$ cat src/sv/tdsac_pkg.sv
// ----------------------------------------------------------------------------
// tdsac_pkg
// Shared types and constants of the dissolved-solids averaging and
// calibration block: field widths, register indexes, datapath commands.
// ----------------------------------------------------------------------------
package tdsac_pkg;

    // Field and register widths
    localparam int GSUM_W      = 16;
    localparam int BSUM_W      = 16;
    localparam int CNT_W       = 4;
    localparam int COEF_CUB_W  = 16;
    localparam int COEF_SQ_W   = 16;
    localparam int COEF_LIN_W  = 18;
    localparam int VREF_W      = 13;
    localparam int MIN_PPM_W   = 12;
    localparam int PPM_W       = 16;
    localparam int MEAN_W      = 16;
    localparam int FAIL_W      = 4;
    localparam int M_TDATA_W   = 40;
    localparam int M_PAD_W     = M_TDATA_W - PPM_W - MEAN_W - FAIL_W;
    localparam int CFG_IDX_W   = 3;
    localparam int CFG_DATA_W  = 18;

    // Fixed-point scaling
    localparam int VOLT_FRAC   = 16;
    localparam int COEF_FRAC   = 8;
    localparam int PPM_FRAC    = 4;
    localparam int P_FRAC      = VOLT_FRAC + COEF_FRAC;
    localparam int P_SHIFT     = P_FRAC - PPM_FRAC;
    localparam int MV_PER_V    = 1000;

    // Register indexes
    localparam logic [CFG_IDX_W-1:0] CFG_COEF_CUBIC  = 3'd0;
    localparam logic [CFG_IDX_W-1:0] CFG_COEF_SQUARE = 3'd1;
    localparam logic [CFG_IDX_W-1:0] CFG_COEF_LINEAR = 3'd2;
    localparam logic [CFG_IDX_W-1:0] CFG_VREF_MV     = 3'd3;
    localparam logic [CFG_IDX_W-1:0] CFG_MIN_PPM     = 3'd4;

    // Register reset values
    localparam logic [COEF_CUB_W-1:0] COEF_CUB_RST = 16'd17078;
    localparam logic [COEF_SQ_W-1:0]  COEF_SQ_RST  = 16'd32750;
    localparam logic [COEF_LIN_W-1:0] COEF_LIN_RST = 18'd109747;
    localparam logic [VREF_W-1:0]     VREF_RST     = 13'd3300;
    localparam logic [MIN_PPM_W-1:0]  MIN_PPM_RST  = 12'd20;

    // Operand pairs of the shared multiplier
    typedef enum logic [2:0] {
        MUL_SUM_VREF,
        MUL_V_V,
        MUL_V2_V,
        MUL_C3_V3,
        MUL_C1_V,
        MUL_C2_V2
    } mul_sel_t;

    typedef enum logic [1:0] {
        ACC_HOLD,
        ACC_LOAD,
        ACC_ADD,
        ACC_SUB
    } acc_op_t;

    typedef struct packed {
        logic     take;
        logic     end_group;
        logic     div_start;
        logic     mul_en;
        mul_sel_t mul_sel;
        logic     ld_v2;
        logic     ld_v3;
        logic     ld_v;
        acc_op_t  acc_op;
        logic     ld_ppm;
        logic     out_load;
    } dp_cmd_t;

    typedef struct packed {
        logic group_full;
        logic batch_full;
        logic div_busy;
    } dp_status_t;

    function automatic int imax(input int a, input int b);
        return (a > b) ? a : b;
    endfunction

endpackage

$ cat src/sv/tds_average_and_calibrate.sv
// ----------------------------------------------------------------------------
// tds_average_and_calibrate
// Two-level averaging of converter samples and cubic calibration to
// dissolved solids in 1/16 ppm.
// ----------------------------------------------------------------------------
// Usage:
//   Slave stream: one beat per converter reading, sample in s_tdata, the
//   read-failure flag in s_tuser. Master stream: one beat per completed
//   batch of OUTER_GROUPS groups (ppm, batch mean code, failed groups).
//   Configuration registers are written through cfg_we / cfg_index /
//   cfg_data; the user writes them only while the block is idle, which
//   the block itself does not enforce. Throughput: beats are taken one
//   at a time. A beat that closes a group also takes a step that folds
//   the group mean into the batch sum. A beat that closes a batch then
//   runs the voltage division (two passes of a reciprocal product),
//   six passes through the single shared multiplier and the threshold
//   and saturation step, then loads the output register and raises m_tvalid.
//   The result sits in an output register; while the receiver stalls the
//   next batch keeps accumulating, and only a second finished result
//   waits for the first to be taken.
//   Reset clears all sums and counters, empties the output and loads the
//   default calibration coefficients.
// ----------------------------------------------------------------------------
module tds_average_and_calibrate
    import tdsac_pkg::*;
#(
    parameter int INNER_SAMPLES = 10,
    parameter int OUTER_GROUPS  = 10,
    parameter int SAMPLE_BITS   = 12,
    localparam int S_TDATA_W    = ((SAMPLE_BITS + 7) / 8) * 8
)
(
    input  logic                  clk,
    input  logic                  rst_n,
    input  logic                  s_tvalid,
    output logic                  s_tready,
    input  logic [S_TDATA_W-1:0]  s_tdata,   // [SAMPLE_BITS-1:0] sample, rest zero
    input  logic                  s_tuser,   // [0] read_failed
    output logic                  m_tvalid,
    input  logic                  m_tready,
    output logic [M_TDATA_W-1:0]  m_tdata,   // [15:0] tds_ppm_sixteenths,
                                             // [31:16] mean_code_tenths,
                                             // [35:32] failed_groups, rest zero
    input  logic                  cfg_we,
    input  logic [CFG_IDX_W-1:0]  cfg_index,
    input  logic [CFG_DATA_W-1:0] cfg_data
);

    dp_cmd_t          cmd;
    dp_status_t       status;
    logic [PPM_W-1:0]  tds_ppm_sixteenths;
    logic [MEAN_W-1:0] mean_code_tenths;
    logic [FAIL_W-1:0] failed_groups;

    tdsac_ctrl u_ctrl (
        .clk      (clk),
        .rst_n    (rst_n),
        .s_tvalid (s_tvalid),
        .s_tready (s_tready),
        .m_tvalid (m_tvalid),
        .m_tready (m_tready),
        .status   (status),
        .cmd      (cmd)
    );

    tdsac_datapath #(
        .INNER_SAMPLES (INNER_SAMPLES),
        .OUTER_GROUPS  (OUTER_GROUPS),
        .SAMPLE_BITS   (SAMPLE_BITS)
    ) u_datapath (
        .clk                (clk),
        .rst_n              (rst_n),
        .cmd                (cmd),
        .status             (status),
        .sample             (s_tdata[SAMPLE_BITS-1:0]),
        .read_failed        (s_tuser),
        .cfg_we             (cfg_we),
        .cfg_index          (cfg_index),
        .cfg_data           (cfg_data),
        .tds_ppm_sixteenths (tds_ppm_sixteenths),
        .mean_code_tenths   (mean_code_tenths),
        .failed_groups      (failed_groups)
    );

    assign m_tdata = {{M_PAD_W{1'b0}}, failed_groups, mean_code_tenths, tds_ppm_sixteenths};

endmodule

$ cat src/sv/tdsac_div.sv
// ----------------------------------------------------------------------------
// tdsac_div
// Division by a fixed constant as a reciprocal product, taken in two
// passes over the low and high halves of the reciprocal.
// ----------------------------------------------------------------------------
module tdsac_div
#(
    parameter int NUM_W   = 33,
    parameter int DIVISOR = 10000,
    localparam int QUO_W  = NUM_W + 1 - $clog2(DIVISOR)
)
(
    input  logic             clk,
    input  logic             rst_n,
    input  logic             start,
    input  logic [NUM_W-1:0] num,
    output logic             busy,
    output logic [QUO_W-1:0] quo
);

    // floor(num / DIVISOR) = (num * RECIP) >> RSHIFT for every num below 2^NUM_W
    localparam int RSHIFT                 = NUM_W + $clog2(DIVISOR);
    localparam longint unsigned RECIP     = ((64'd1 << RSHIFT) + DIVISOR - 1) / DIVISOR;
    localparam int RECIP_W                = NUM_W + 1;
    localparam int HALF_W                 = (RECIP_W + 1) / 2;
    localparam int RECIP_PAD_W            = 2 * HALF_W;
    localparam int PART_W                 = NUM_W + HALF_W;
    localparam int ACC_W                  = NUM_W + RECIP_PAD_W;
    localparam logic [RECIP_PAD_W-1:0] RECIP_V = RECIP_PAD_W'(RECIP);
    localparam logic [1:0] PASS_LOW       = 2'd2;
    localparam logic [1:0] PASS_HIGH      = 2'd1;

    logic [1:0]        cnt_reg;
    logic [NUM_W-1:0]  num_reg;
    logic [ACC_W-1:0]  acc_reg;
    logic [HALF_W-1:0] recip_part;
    logic [PART_W-1:0] part;

    assign busy       = cnt_reg != 2'd0;
    assign recip_part = (cnt_reg == PASS_LOW) ? RECIP_V[HALF_W-1:0]
                                              : RECIP_V[RECIP_PAD_W-1:HALF_W];
    assign part       = PART_W'(num_reg) * PART_W'(recip_part);
    assign quo        = acc_reg[RSHIFT +: QUO_W];

    always_ff @(posedge clk or negedge rst_n)
    begin
        if (!rst_n)
        begin
            cnt_reg <= '0;
        end
        else if (start)
        begin
            cnt_reg <= PASS_LOW;
        end
        else if (busy)
        begin
            cnt_reg <= cnt_reg - 1'b1;
        end
    end

    always_ff @(posedge clk)
    begin
        if (start)
        begin
            num_reg <= num;
        end
        else if (cnt_reg == PASS_LOW)
        begin
            acc_reg <= ACC_W'(part);
        end
        else if (cnt_reg == PASS_HIGH)
        begin
            acc_reg <= acc_reg + (ACC_W'(part) << HALF_W);
        end
    end

endmodule

$ cat src/sv/tdsac_datapath.sv
// ----------------------------------------------------------------------------
// tdsac_datapath
// Accumulators, configuration registers, shared multiplier, divider,
// polynomial accumulator and result register.
// ----------------------------------------------------------------------------
module tdsac_datapath
    import tdsac_pkg::*;
#(
    parameter int INNER_SAMPLES = 10,
    parameter int OUTER_GROUPS  = 10,
    parameter int SAMPLE_BITS   = 12
)
(
    input  logic                  clk,
    input  logic                  rst_n,
    input  dp_cmd_t               cmd,
    output dp_status_t            status,
    input  logic [SAMPLE_BITS-1:0] sample,
    input  logic                  read_failed,
    input  logic                  cfg_we,
    input  logic [CFG_IDX_W-1:0]  cfg_index,
    input  logic [CFG_DATA_W-1:0] cfg_data,
    output logic [PPM_W-1:0]      tds_ppm_sixteenths,
    output logic [MEAN_W-1:0]     mean_code_tenths,
    output logic [FAIL_W-1:0]     failed_groups
);

    // sum * vref * 2^16 / (groups * 2^bits * 1000) = sum * vref * 2^SHIFT / DIVISOR
    localparam int SHIFT   = VOLT_FRAC - SAMPLE_BITS;
    localparam int SV_W    = BSUM_W + VREF_W;
    localparam int NUM_W   = SV_W + SHIFT;
    localparam int DIVISOR = OUTER_GROUPS * MV_PER_V;
    localparam int VW      = NUM_W - $clog2(DIVISOR) + 1;
    localparam int V2W     = 2 * VW - VOLT_FRAC;
    localparam int V3W     = V2W + VW - VOLT_FRAC;
    localparam int MAW     = imax(imax(BSUM_W, VW), imax(V2W, COEF_LIN_W));
    localparam int MBW     = imax(imax(VREF_W, VW), imax(V3W, V2W));
    localparam int PW      = MAW + MBW;
    localparam int AW      = imax(imax(COEF_CUB_W + V3W, COEF_LIN_W + VW),
                                  imax(COEF_SQ_W + V2W, P_FRAC + MIN_PPM_W)) + 2;
    localparam int SAT_LSB = P_SHIFT + PPM_W;

    // group mean as a reciprocal product, exact over the whole group sum range
    localparam int GRP_SHIFT = GSUM_W + $clog2(INNER_SAMPLES);
    localparam longint unsigned GRP_RECIP =
        ((64'd1 << GRP_SHIFT) + INNER_SAMPLES - 1) / INNER_SAMPLES;
    localparam int GPROD_W   = 2 * GSUM_W + 1;

    logic [COEF_CUB_W-1:0] coef_cubic_reg;
    logic [COEF_SQ_W-1:0]  coef_square_reg;
    logic [COEF_LIN_W-1:0] coef_linear_reg;
    logic [VREF_W-1:0]     vref_mv_reg;
    logic [MIN_PPM_W-1:0]  min_ppm_reg;

    logic [GSUM_W-1:0]     group_sum_reg;
    logic [CNT_W-1:0]      group_count_reg;
    logic [BSUM_W-1:0]     batch_sum_reg;
    logic [CNT_W-1:0]      batch_count_reg;
    logic [CNT_W-1:0]      fail_count_reg;
    logic [GPROD_W-1:0]    group_prod;
    logic [BSUM_W-1:0]     group_mean;

    logic [MAW-1:0]        mul_a;
    logic [MBW-1:0]        mul_b;
    logic [PW-1:0]         mul_p;
    logic [PW-1:0]         prod_reg;
    logic [VW-1:0]         v_reg;
    logic [V2W-1:0]        v2_reg;
    logic [V3W-1:0]        v3_reg;
    logic [AW-1:0]         acc_reg;
    logic [AW-1:0]         acc_term;
    logic [AW-1:0]         thr;
    logic [PPM_W-1:0]      ppm_reg;
    logic [PPM_W-1:0]      ppm_next;
    logic                  below_min;
    logic                  saturate;

    logic [NUM_W-1:0]      div_num;
    logic [VW-1:0]         div_quo;
    logic                  div_busy;

    logic [PPM_W-1:0]      out_ppm_reg;
    logic [MEAN_W-1:0]     out_mean_reg;
    logic [FAIL_W-1:0]     out_fail_reg;

    // ---------------- configuration ----------------
    always_ff @(posedge clk or negedge rst_n)
    begin
        if (!rst_n)
        begin
            coef_cubic_reg  <= COEF_CUB_RST;
            coef_square_reg <= COEF_SQ_RST;
            coef_linear_reg <= COEF_LIN_RST;
            vref_mv_reg     <= VREF_RST;
            min_ppm_reg     <= MIN_PPM_RST;
        end
        else if (cfg_we)
        begin
            case (cfg_index)
                CFG_COEF_CUBIC:  coef_cubic_reg  <= cfg_data[COEF_CUB_W-1:0];
                CFG_COEF_SQUARE: coef_square_reg <= cfg_data[COEF_SQ_W-1:0];
                CFG_COEF_LINEAR: coef_linear_reg <= cfg_data[COEF_LIN_W-1:0];
                CFG_VREF_MV:     vref_mv_reg     <= cfg_data[VREF_W-1:0];
                CFG_MIN_PPM:     min_ppm_reg     <= cfg_data[MIN_PPM_W-1:0];
                default:         ;
            endcase
        end
    end

    // ---------------- accumulation ----------------
    assign group_prod = GPROD_W'(group_sum_reg) * GPROD_W'(GRP_RECIP);
    assign group_mean = BSUM_W'(group_prod[GPROD_W-1:GRP_SHIFT]);

    always_ff @(posedge clk or negedge rst_n)
    begin
        if (!rst_n)
        begin
            group_sum_reg   <= '0;
            group_count_reg <= '0;
            batch_sum_reg   <= '0;
            batch_count_reg <= '0;
            fail_count_reg  <= '0;
        end
        else if (cmd.take)
        begin
            if (read_failed)
            begin
                // discard the partial group, it ends with mean zero
                fail_count_reg  <= fail_count_reg + 1'b1;
                batch_count_reg <= batch_count_reg + 1'b1;
                group_sum_reg   <= '0;
                group_count_reg <= '0;
            end
            else
            begin
                group_sum_reg   <= group_sum_reg + GSUM_W'(sample);
                group_count_reg <= group_count_reg + 1'b1;
            end
        end
        else if (cmd.end_group)
        begin
            batch_sum_reg   <= batch_sum_reg + group_mean;
            batch_count_reg <= batch_count_reg + 1'b1;
            group_sum_reg   <= '0;
            group_count_reg <= '0;
        end
        else if (cmd.out_load)
        begin
            batch_sum_reg   <= '0;
            batch_count_reg <= '0;
            fail_count_reg  <= '0;
        end
    end

    assign status.group_full = group_count_reg >= CNT_W'(INNER_SAMPLES);
    assign status.batch_full = batch_count_reg >= CNT_W'(OUTER_GROUPS);
    assign status.div_busy   = div_busy;

    // ---------------- divider ----------------
    assign div_num = NUM_W'(prod_reg[SV_W-1:0]) << SHIFT;

    tdsac_div #(
        .NUM_W   (NUM_W),
        .DIVISOR (DIVISOR)
    ) u_div (
        .clk   (clk),
        .rst_n (rst_n),
        .start (cmd.div_start),
        .num   (div_num),
        .busy  (div_busy),
        .quo   (div_quo)
    );

    // ---------------- shared multiplier ----------------
    always_comb
    begin
        case (cmd.mul_sel)
            MUL_SUM_VREF:
            begin
                mul_a = MAW'(batch_sum_reg);
                mul_b = MBW'(vref_mv_reg);
            end
            MUL_V_V:
            begin
                mul_a = MAW'(v_reg);
                mul_b = MBW'(v_reg);
            end
            MUL_V2_V:
            begin
                mul_a = MAW'(v2_reg);
                mul_b = MBW'(v_reg);
            end
            MUL_C3_V3:
            begin
                mul_a = MAW'(coef_cubic_reg);
                mul_b = MBW'(v3_reg);
            end
            MUL_C1_V:
            begin
                mul_a = MAW'(coef_linear_reg);
                mul_b = MBW'(v_reg);
            end
            MUL_C2_V2:
            begin
                mul_a = MAW'(coef_square_reg);
                mul_b = MBW'(v2_reg);
            end
            default:
            begin
                mul_a = '0;
                mul_b = '0;
            end
        endcase
    end

    assign mul_p    = PW'(mul_a) * PW'(mul_b);
    assign acc_term = AW'(prod_reg);

    // ---------------- result ----------------
    assign thr       = AW'({min_ppm_reg, {P_FRAC{1'b0}}});
    assign below_min = acc_reg[AW-1] || (acc_reg < thr);
    assign saturate  = |acc_reg[AW-1:SAT_LSB];

    always_comb
    begin
        if (below_min)
        begin
            ppm_next = '0;
        end
        else if (saturate)
        begin
            ppm_next = '1;
        end
        else
        begin
            ppm_next = acc_reg[P_SHIFT +: PPM_W];
        end
    end

    always_ff @(posedge clk)
    begin
        if (cmd.mul_en)
        begin
            prod_reg <= mul_p;
        end
        if (cmd.ld_v)
        begin
            v_reg <= div_quo;
        end
        if (cmd.ld_v2)
        begin
            v2_reg <= prod_reg[VOLT_FRAC +: V2W];
        end
        if (cmd.ld_v3)
        begin
            v3_reg <= prod_reg[VOLT_FRAC +: V3W];
        end
        case (cmd.acc_op)
            ACC_LOAD: acc_reg <= acc_term;
            ACC_ADD:  acc_reg <= acc_reg + acc_term;
            ACC_SUB:  acc_reg <= acc_reg - acc_term;
            default:  ;
        endcase
        if (cmd.ld_ppm)
        begin
            ppm_reg <= ppm_next;
        end
        if (cmd.out_load)
        begin
            out_ppm_reg  <= ppm_reg;
            out_mean_reg <= batch_sum_reg;
            out_fail_reg <= fail_count_reg;
        end
    end

    assign tds_ppm_sixteenths = out_ppm_reg;
    assign mean_code_tenths   = out_mean_reg;
    assign failed_groups      = out_fail_reg;

endmodule

$ cat src/sv/tdsac_ctrl.sv
// ----------------------------------------------------------------------------
// tdsac_ctrl
// Sequencer: takes one beat at a time, closes groups and runs the voltage
// division and polynomial steps at the end of a batch.
// ----------------------------------------------------------------------------
module tdsac_ctrl
    import tdsac_pkg::*;
(
    input  logic       clk,
    input  logic       rst_n,
    input  logic       s_tvalid,
    output logic       s_tready,
    output logic       m_tvalid,
    input  logic       m_tready,
    input  dp_status_t status,
    output dp_cmd_t    cmd
);

    typedef enum logic [3:0] {
        ST_IDLE,
        ST_CHECK,
        ST_BDIV_START,
        ST_BDIV,
        ST_MUL_VV,
        ST_LD_V2,
        ST_MUL_V2V,
        ST_LD_V3,
        ST_ACC_LOAD,
        ST_ACC_ADD,
        ST_ACC_SUB,
        ST_PPM,
        ST_OUT
    } state_t;

    state_t state_reg;
    state_t state_next;
    logic   s_tready_reg;
    logic   m_tvalid_reg;
    logic   m_tvalid_next;

    always_comb
    begin
        state_next    = state_reg;
        m_tvalid_next = m_tvalid_reg && !m_tready;
        cmd           = '0;
        cmd.mul_sel   = MUL_SUM_VREF;
        cmd.acc_op    = ACC_HOLD;

        case (state_reg)
            ST_IDLE:
            begin
                if (s_tvalid && s_tready_reg)
                begin
                    cmd.take   = 1'b1;
                    state_next = ST_CHECK;
                end
            end
            ST_CHECK:
            begin
                if (status.group_full)
                begin
                    // fold the group mean in, then look at the batch again
                    cmd.end_group = 1'b1;
                    state_next    = ST_CHECK;
                end
                else if (status.batch_full)
                begin
                    cmd.mul_en  = 1'b1;
                    cmd.mul_sel = MUL_SUM_VREF;
                    state_next  = ST_BDIV_START;
                end
                else
                begin
                    state_next = ST_IDLE;
                end
            end
            ST_BDIV_START:
            begin
                cmd.div_start = 1'b1;
                state_next    = ST_BDIV;
            end
            ST_BDIV:
            begin
                if (!status.div_busy)
                begin
                    cmd.ld_v   = 1'b1;
                    state_next = ST_MUL_VV;
                end
            end
            ST_MUL_VV:
            begin
                cmd.mul_en  = 1'b1;
                cmd.mul_sel = MUL_V_V;
                state_next  = ST_LD_V2;
            end
            ST_LD_V2:
            begin
                cmd.ld_v2  = 1'b1;
                state_next = ST_MUL_V2V;
            end
            ST_MUL_V2V:
            begin
                cmd.mul_en  = 1'b1;
                cmd.mul_sel = MUL_V2_V;
                state_next  = ST_LD_V3;
            end
            ST_LD_V3:
            begin
                // V3 leaves the product register as the linear term enters it
                cmd.ld_v3   = 1'b1;
                cmd.mul_en  = 1'b1;
                cmd.mul_sel = MUL_C1_V;
                state_next  = ST_ACC_LOAD;
            end
            ST_ACC_LOAD:
            begin
                cmd.acc_op  = ACC_LOAD;
                cmd.mul_en  = 1'b1;
                cmd.mul_sel = MUL_C3_V3;
                state_next  = ST_ACC_ADD;
            end
            ST_ACC_ADD:
            begin
                cmd.acc_op  = ACC_ADD;
                cmd.mul_en  = 1'b1;
                cmd.mul_sel = MUL_C2_V2;
                state_next  = ST_ACC_SUB;
            end
            ST_ACC_SUB:
            begin
                cmd.acc_op = ACC_SUB;
                state_next = ST_PPM;
            end
            ST_PPM:
            begin
                cmd.ld_ppm = 1'b1;
                state_next = ST_OUT;
            end
            ST_OUT:
            begin
                // hold until the result register is free or being drained
                if (!m_tvalid_reg || m_tready)
                begin
                    cmd.out_load  = 1'b1;
                    m_tvalid_next = 1'b1;
                    state_next    = ST_IDLE;
                end
            end
            default:
            begin
                state_next = ST_IDLE;
            end
        endcase
    end

    always_ff @(posedge clk or negedge rst_n)
    begin
        if (!rst_n)
        begin
            state_reg    <= ST_IDLE;
            s_tready_reg <= 1'b0;
            m_tvalid_reg <= 1'b0;
        end
        else
        begin
            state_reg    <= state_next;
            s_tready_reg <= (state_next == ST_IDLE);
            m_tvalid_reg <= m_tvalid_next;
        end
    end

    assign s_tready = s_tready_reg;
    assign m_tvalid = m_tvalid_reg;

endmodule
$ cat config.mk
export PLATFORM = sky130hd
export DESIGN_NAME = tds_average_and_calibrate
export DESIGN_NICKNAME = d
export VERILOG_FILES = /design/src/sv/tdsac_pkg.sv /design/src/sv/tds_average_and_calibrate.sv /design/src/sv/tdsac_div.sv /design/src/sv/tdsac_datapath.sv /design/src/sv/tdsac_ctrl.sv
export SDC_FILE = /design/constraint.sdc
export NUM_CORES = 2
export LEC_CHECK = 0
export BUFFER_PORTS_ARGS = -buffer_cell sky130_fd_sc_hd__buf_2
export CORE_MARGIN = 2
export CORE_UTILIZATION = 60
export CTS_CLUSTER_DIAMETER = 80
export DETAILED_ROUTE_END_ITERATION = 6
export MAX_ROUTING_LAYER = met4
export PLACE_DENSITY_LB_ADDON = 0.25
export SLEW_MARGIN = 0
export SYNTH_ARGS = -nofsm -noshare
export SYNTH_HDL_FRONTEND = slang
export SYNTH_SLANG_ARGS = --single-unit
$ cat constraint.sdc
create_clock -name clk -period 8.8 [get_ports clk]
set_clock_uncertainty 0.05 [all_clocks]
set_input_delay 1.76 -clock clk [delete_from_list [all_inputs] [get_ports clk]]
set_output_delay 1.76 -clock clk [all_outputs]
set_load 0.01 [all_outputs]
=== Yosys cells after proc, flatten, opt, wreduce, memory -nomap -nowiden ===
Index checks and enable logic that the tools add are counted.

* Word-level logic and storage cells: 149
* Output and inout port bits: 42
* Register bits: 439

* Multipliers: 3
* Mux-type cells: 48
* $add $sub $neg: 9
* Reduce and logical (&&, ||, !) cells: 29
* Equal/unequal tests: 28
* Magnitude comparators: 3
* Bitwise operators: 2

{| class="wikitable"
|+ Operator list
! cell !! count
|-
| $pmux W24 S6 || 1
|-
| $pmux W46 S3 || 1
|-
| $pmux W28 S4 || 1
|-
| $mux W16 || 6
|-
| $add A67 B67 Y67 || 1
|-
| $mux W67 || 1
|-
| $mux W4 || 15
|-
| $pmux W4 S13 || 1
|-
| $mux W50 || 1
|-
| $add A46 B46 Y46 || 1
|-
| $lt A46 B36 Y1 || 1
|-
| $mul A24 B28 Y46 || 1
|-
| $mul A29 B17 Y46 || 1
|-
| $sub A46 B46 Y46 || 1
|-
| $mul A16 B16 Y32 const B || 1
|-
| $pmux W4 S6 || 1
|-
| $eq A4 B4 Y1 const B || 5
|-
| $mux W17 || 1
|-
| $add A16 B12 Y16 || 1
|-
| $add A16 B13 Y16 || 1
|-
| $eq A4 B3 Y1 const B || 4
|-
| $reduce_and A2 Y1 || 8
|-
| $mux W1 || 14
|-
| $add A4 B1 Y4 const B || 3
|-
| 24 further kinds || 50
|}

=== Depth between registers and ports, before layout ===
* Depth after elaboration: 8
* Gate-level depth with buffers: 39
* Gate-level depth less buffers: 37

=== Modules after synthesis ===
From an unflattened synthesis, not the netlist that was laid out.

* Cell total of the unflattened synthesis: 6,573
* Area, all modules: 63,345.8 sq um

{| class="wikitable"
|+ Modules (own cells, without submodules)
! module !! cells an instance !! seq. area each (sq um) !! area each (sq um) !! times used
|-
| tdsac_datapath || 4,233 || 9,511.6 || 41,878.9 || 1
|-
| tdsac_div || 2,277 || 2,512.4 || 20,926.3 || 1
|-
| tdsac_ctrl || 58 || 150.1 || 506.7 || 1
|-
| tds_average_and_calibrate || 5 || 0.0 || 33.8 || 1
|}

=== Worst setup path before layout ===
No wires, ideal clock.

* Path type: reg2reg
* Start: register u_ctrl.state_reg[1]
* End: register u_datapath.prod_reg[45] (data pin)
* Stages on the path, launching flop included: 34
* Buffers on the path: 4
* Library setup time: 0.259 ns
* Arrival: 9.168 ns
* Required time: 8.491 ns
* Setup slack: -0.677 ns
* Cells stage by stage: dfrtp_1 > clkbuf_1 > nand2_1 > nor2_1 > clkbuf_1 > clkbuf_1 > a222oi_1 > nand2_1 > clkbuf_1 > nand2_1 > fa_1 > inv_1 > fa_1 > inv_1 > fa_1 > inv_1 > fa_1 > inv_1 > fa_1 > inv_1 > fa_1 > inv_1 > fa_1 > inv_1 > ha_1 > nand3_1 > or4_1 > o21ai_1 > o22ai_1 > nor3_1 > nor3_1 > o41a_1 > o21ai_1 > xnor2_1

* Longest elaborated chain between the ends: 6

{| class="wikitable"
|+ RTL lines
! what !! line !! text
|-
| from (decl) || tdsac_ctrl.sv:35 || <nowiki>state_t state_reg;</nowiki>
|-
| from (signal assigned) || tdsac_ctrl.sv:166 || <nowiki>state_reg <= state_next;</nowiki>
|-
| $eq A4 B4 Y1 (tied with other cells) || tdsac_ctrl.sv:49 || <nowiki>case (state_reg)</nowiki>
|-
| $pmux W4 S6 (*) || tdsac_ctrl.sv:49 ||
|-
| $eq A3 B1 Y1 (tied with other cells) || tdsac_datapath.sv:177 || <nowiki>case (cmd.mul_sel)</nowiki>
|-
| $reduce_or A3 Y1 (no line) || n/a ||
|-
| $pmux W28 S4 || tdsac_datapath.sv:177 ||
|-
| $mul A24 B28 Y46 (*) || tdsac_datapath.sv:216 || <nowiki>assign mul_p = PW'(mul_a) * PW'(mul_b);</nowiki>
|-
| net u_datapath.mul_p[45] || tdsac_datapath.sv:65 || <nowiki>logic [PW-1:0] mul_p;</nowiki>
|-
| to (signal assigned) || tdsac_datapath.sv:244 || <nowiki>prod_reg <= mul_p;</nowiki>
|-
| to (decl) || tdsac_datapath.sv:66 || <nowiki>logic [PW-1:0] prod_reg;</nowiki>
|}

The timed path passes the listed nets; every way through them passes the cells marked *.
A chain may end at the register's enable or synchronous reset.

=== Worst setup path after layout ===
* Start: register u_datapath.u_div.cnt_reg[0]
* End: register u_datapath.u_div.acc_reg[60] (data pin)

* Longest elaborated chain between the ends: 5

{| class="wikitable"
|+ RTL lines
! what !! line !! text
|-
| from (decl) || tdsac_div.sv:33 || <nowiki>logic [1:0] cnt_reg;</nowiki>
|-
| from (signal assigned) || tdsac_div.sv:57 || <nowiki>cnt_reg <= cnt_reg - 1'b1;</nowiki>
|-
| $eq A2 B2 Y1 (*) || tdsac_div.sv:40, tdsac_div.sv:67 ||
|-
| $mux W17 || tdsac_div.sv:40 || <nowiki>assign recip_part = (cnt_reg == PASS_LOW) ? RECIP_V[HALF_W-1:0]</nowiki>
|-
| $mul A29 B17 Y46 || tdsac_div.sv:42 || <nowiki>assign part = PART_W'(num_reg) * PART_W'(recip_part);</nowiki>
|-
| $add A67 B67 Y67 || tdsac_div.sv:73 || <nowiki>acc_reg <= acc_reg + (ACC_W'(part) << HALF_W);</nowiki>
|-
| $mux W67 || tdsac_div.sv:71 || <nowiki>else if (cnt_reg == PASS_HIGH)</nowiki>
|-
| to (signal assigned) || tdsac_div.sv:69 || <nowiki>acc_reg <= ACC_W'(part);</nowiki>
|-
| to (signal assigned) || tdsac_div.sv:73 ||
|-
| to (decl) || tdsac_div.sv:35 || <nowiki>logic [ACC_W-1:0] acc_reg;</nowiki>
|}

Every way passes the cells marked *; elsewhere a longest branch is shown, timed or not. The select of a mux whose other input is x is not followed.

==> results.md <==
* Worst setup path category: reg2reg
* Crit-path slowest cell: fa_2
* Sinks on Clock Net at 417
* Most used DFF post-synth: edfxtp_1
* Drc violations at 7
* Initial Util at 0.604
* Vias/cell at 5.73
* Failing checks: design-rule violations, negative setup slack
* Floorplan row count at 115
* Initial antenna violation count at 10
* Top-area cell type share of the netlist area at 0.306
* Mapped Area at 59200 um2
* Cts hold-fix bufs at 0
* Worst-path maximum fanout at 5
* Outcome: finished with violations
* Slew Viols, Final at 0
* TritonCTS clock tree: yes
* Highest Clock Rate at 0.113 GHz
* Synth Warn # at 0
* Design Area, Final at 66700 um2
* Final period util at 1.01
* Avg Inst Size Synth at 9.52 um2
* Commonest non-fill, non-tap cell in the layout: inv_1
* Sequential area share after synthesis at 0.202
* Core ar. at 98100 um2
* Max cap viols at 0
* Setup violations, final at 1
* Post-Synthesis Cells at 6221
* Min-Delay Path Class: reg2reg
* Vias post-DR at between 40000 and 50000
* CTS buffer count at 54
* Die area at roughly 100000 um2
* PnR worst setup slack at -0.0452 ns
* Final setup TNS at -0.0452 ns
* Largest net degree at the start of global routing at 71
* Async set-reset flop share out of synthesis at 0.305
* Mean routed wirelength per cell at 21.1 um
* Die Span Y at 318 um
* Cell Area, Placed at 63700 um2
* Max-Slew Margin vs Limit at 0.211
* Nets at a little over 8000
* Post-DP HPWL at 137000 um
* Die Wd at 318 um
* Post-synth EDFFs at 290
* Netlist cell types at 87
* CP Data Required Time at roughly 9.1 ns
* Reg area at 11900 um2
* Critical Path Max Stage Delay at 0.54 ns
* Remaining Overflow, GRT at 0
* RSZ-0062 raised after global routing: yes
* Clock Tree Root: clkbuf_16
* Share of layout cells above drive strength 1 at 0.127
* Number of port buffers at 76
* Post-DRT Antenna Nets at 0
* Period minus WS final at just under 9 ns
* Cell taking the most area after synthesis: fa_1
* CTS max path bufs at 3
* Area growth syn-to-layout at 12.5%
* RePlAce Congestion at 0.996
* Number of global-route vias before repair at roughly 48000
* First-pass GRT wire length at 263000 um
* Filler Cell Count at 7689
* Final wirelength at approximately 170000 um
* #FFs+latches synth at 417
* Ports at 85
* Worst skew pair latency at 0.65 ns
* Multi-input gate area in the final layout at 42300 um2
* Hold Vio Cnt, Final at 0
* Initial DRC Count at 4102
* Initial DRT Pass Iterations at 7
* GRT Resource Usage Total at 0.348
* H-tree lvl count at 2
* Slew @ Worst Pin at 1.18 ns
* Synth area leaders: fa_1 (31%), edfxtp_1 (15%), ha_1 (14%), inv_1 (8.6%), nand2_1 (5.0%)
* Critical Path AT at between 9 and 10 ns
* Most frequent cells in the layout: inv_1 (1336), fa_1 (900), nand2_1 (780), ha_1 (645), buf_4 (394)
* CTS clk-pin slew, worst paths at 0.06 ns
* Crit end category: flop
* CP Launch Type: flop
[metal layers]
metal | routed length [um] | global-route usage | share of wire
met5 | 0 | - | 0
met4 | 9910 | 0.167 | 0.059
met2 | 81700 | 0.572 | 0.49
met1 | 63000 | 0.421 | 0.37
met3 | 13700 | 0.0547 | 0.082
[cells by family (layout without fill, tap and decap cells)]
logic type,after synthesis,in the layout,share of synthesized area
compound gates,839,839,0.0915
xor+xnor,230,230,0.0340
fa+ha+maj,1558,1558,0.444
buf+inv,1549,1957,0.0985
flops,417,417,0.202
mux,79,79,0.0150
other cells,2,59,0.000127
simple gates,1547,1547,0.116
[worst max-delay path, delay by kind of cell (launching register included)]
family | cells | cell delay [ns]
AOI/OAI and AO/OA | 13 | 2.57
xor gates and xnor gates | 1 | 0.13
adders and majority gates | 9 | 3.74
buffers and inverters | 9 | 0.67
DFF | 1 | 0.38
muxes | 1 | 0.31
and+or+nand+nor | 4 | 0.72
[area by class of cell]
| type | count | share of cell area |
|---|---|---|
| tap | 1287 | 0.0242 |
| sequential | 417 | 0.179 |
| inverter | 1350 | 0.0761 |
| clock buffer | 63 | 0.0214 |
| timing repair buffer | 506 | 0.0588 |
| clock inverter | 38 | 0.00616 |
| antenna | 9 | 0.000338 |
| multi-input combinational | 4303 | 0.634 |
[final timing paths]
| check | startpoint | endpoint | slack, ns | cells after the start |
|---|---|---|---|---|
| worst max-delay path | u_datapath.u_div.cnt_reg[0] | u_datapath.u_div.acc_reg[60] | -0.05 | 37 |
| worst min-delay path | u_datapath.ppm_reg[15] | u_datapath.tds_ppm_sixteenths[15] | 0.36 | 0 |
| worst max register to register | u_datapath.u_div.cnt_reg[0] | u_datapath.u_div.acc_reg[60] | -0.05 | 37 |
| worst min register to register | u_datapath.ppm_reg[15] | u_datapath.tds_ppm_sixteenths[15] | 0.36 | 0 |
| max in group asynchronous | rst_n | u_datapath.min_ppm_reg[0] | 6.28 | 2 |
| min in group asynchronous | rst_n | u_ctrl.m_tvalid | 1.03 | 1 |
[cells in the mapped netlist (15+ instances only)]
cell type  number
dfstp_2        38
nor3_1         41
a22oi_1        15
and3_1         29
o31ai_1        18
o21a_1         37
a21o_1        117
o211ai_1       17
a211oi_1       22
mux2_2         76
clkbuf_1      183
inv_1        1349
ha_1          653
and2_1         34
edfxtp_1      290
nor2b_1        31
nand2b_1       53
o21bai_1       34
o21ai_0       185
a222oi_1       27
xnor2_1       136
fa_1          905
a31oi_1        26
xor2_1         94
a21oi_1       238
nor2_1        358
dfrtp_1        89
nand3_1        64
or3_1          22
and4_1         22
nand4_1        45
nand2_1       790
[timing repair]
action | CTS | global route
cloned | 0 | 2
setup endpoints to repair | 17 | 29
resized for setup | 37 | 121
pin swaps | 24 | 46
buffers inserted | 17 | 36
[through the flow]
stage               hold WS (ns)  setup slack (ns)  cells   util
global route               0.363            -0.327   7970  0.679
floorplan                  0.350            0.0260   6269      -
detailed placement         0.355            -0.462   7810  0.649
finish                     0.364           -0.0452   7973  0.679
CTS                        0.360          0.000498   7928  0.671
global placement           0.356            -0.508   7810  0.649
Power is not shown: default switching activity piles up to over one toggle a cycle in this logic, so the estimate is an artifact.
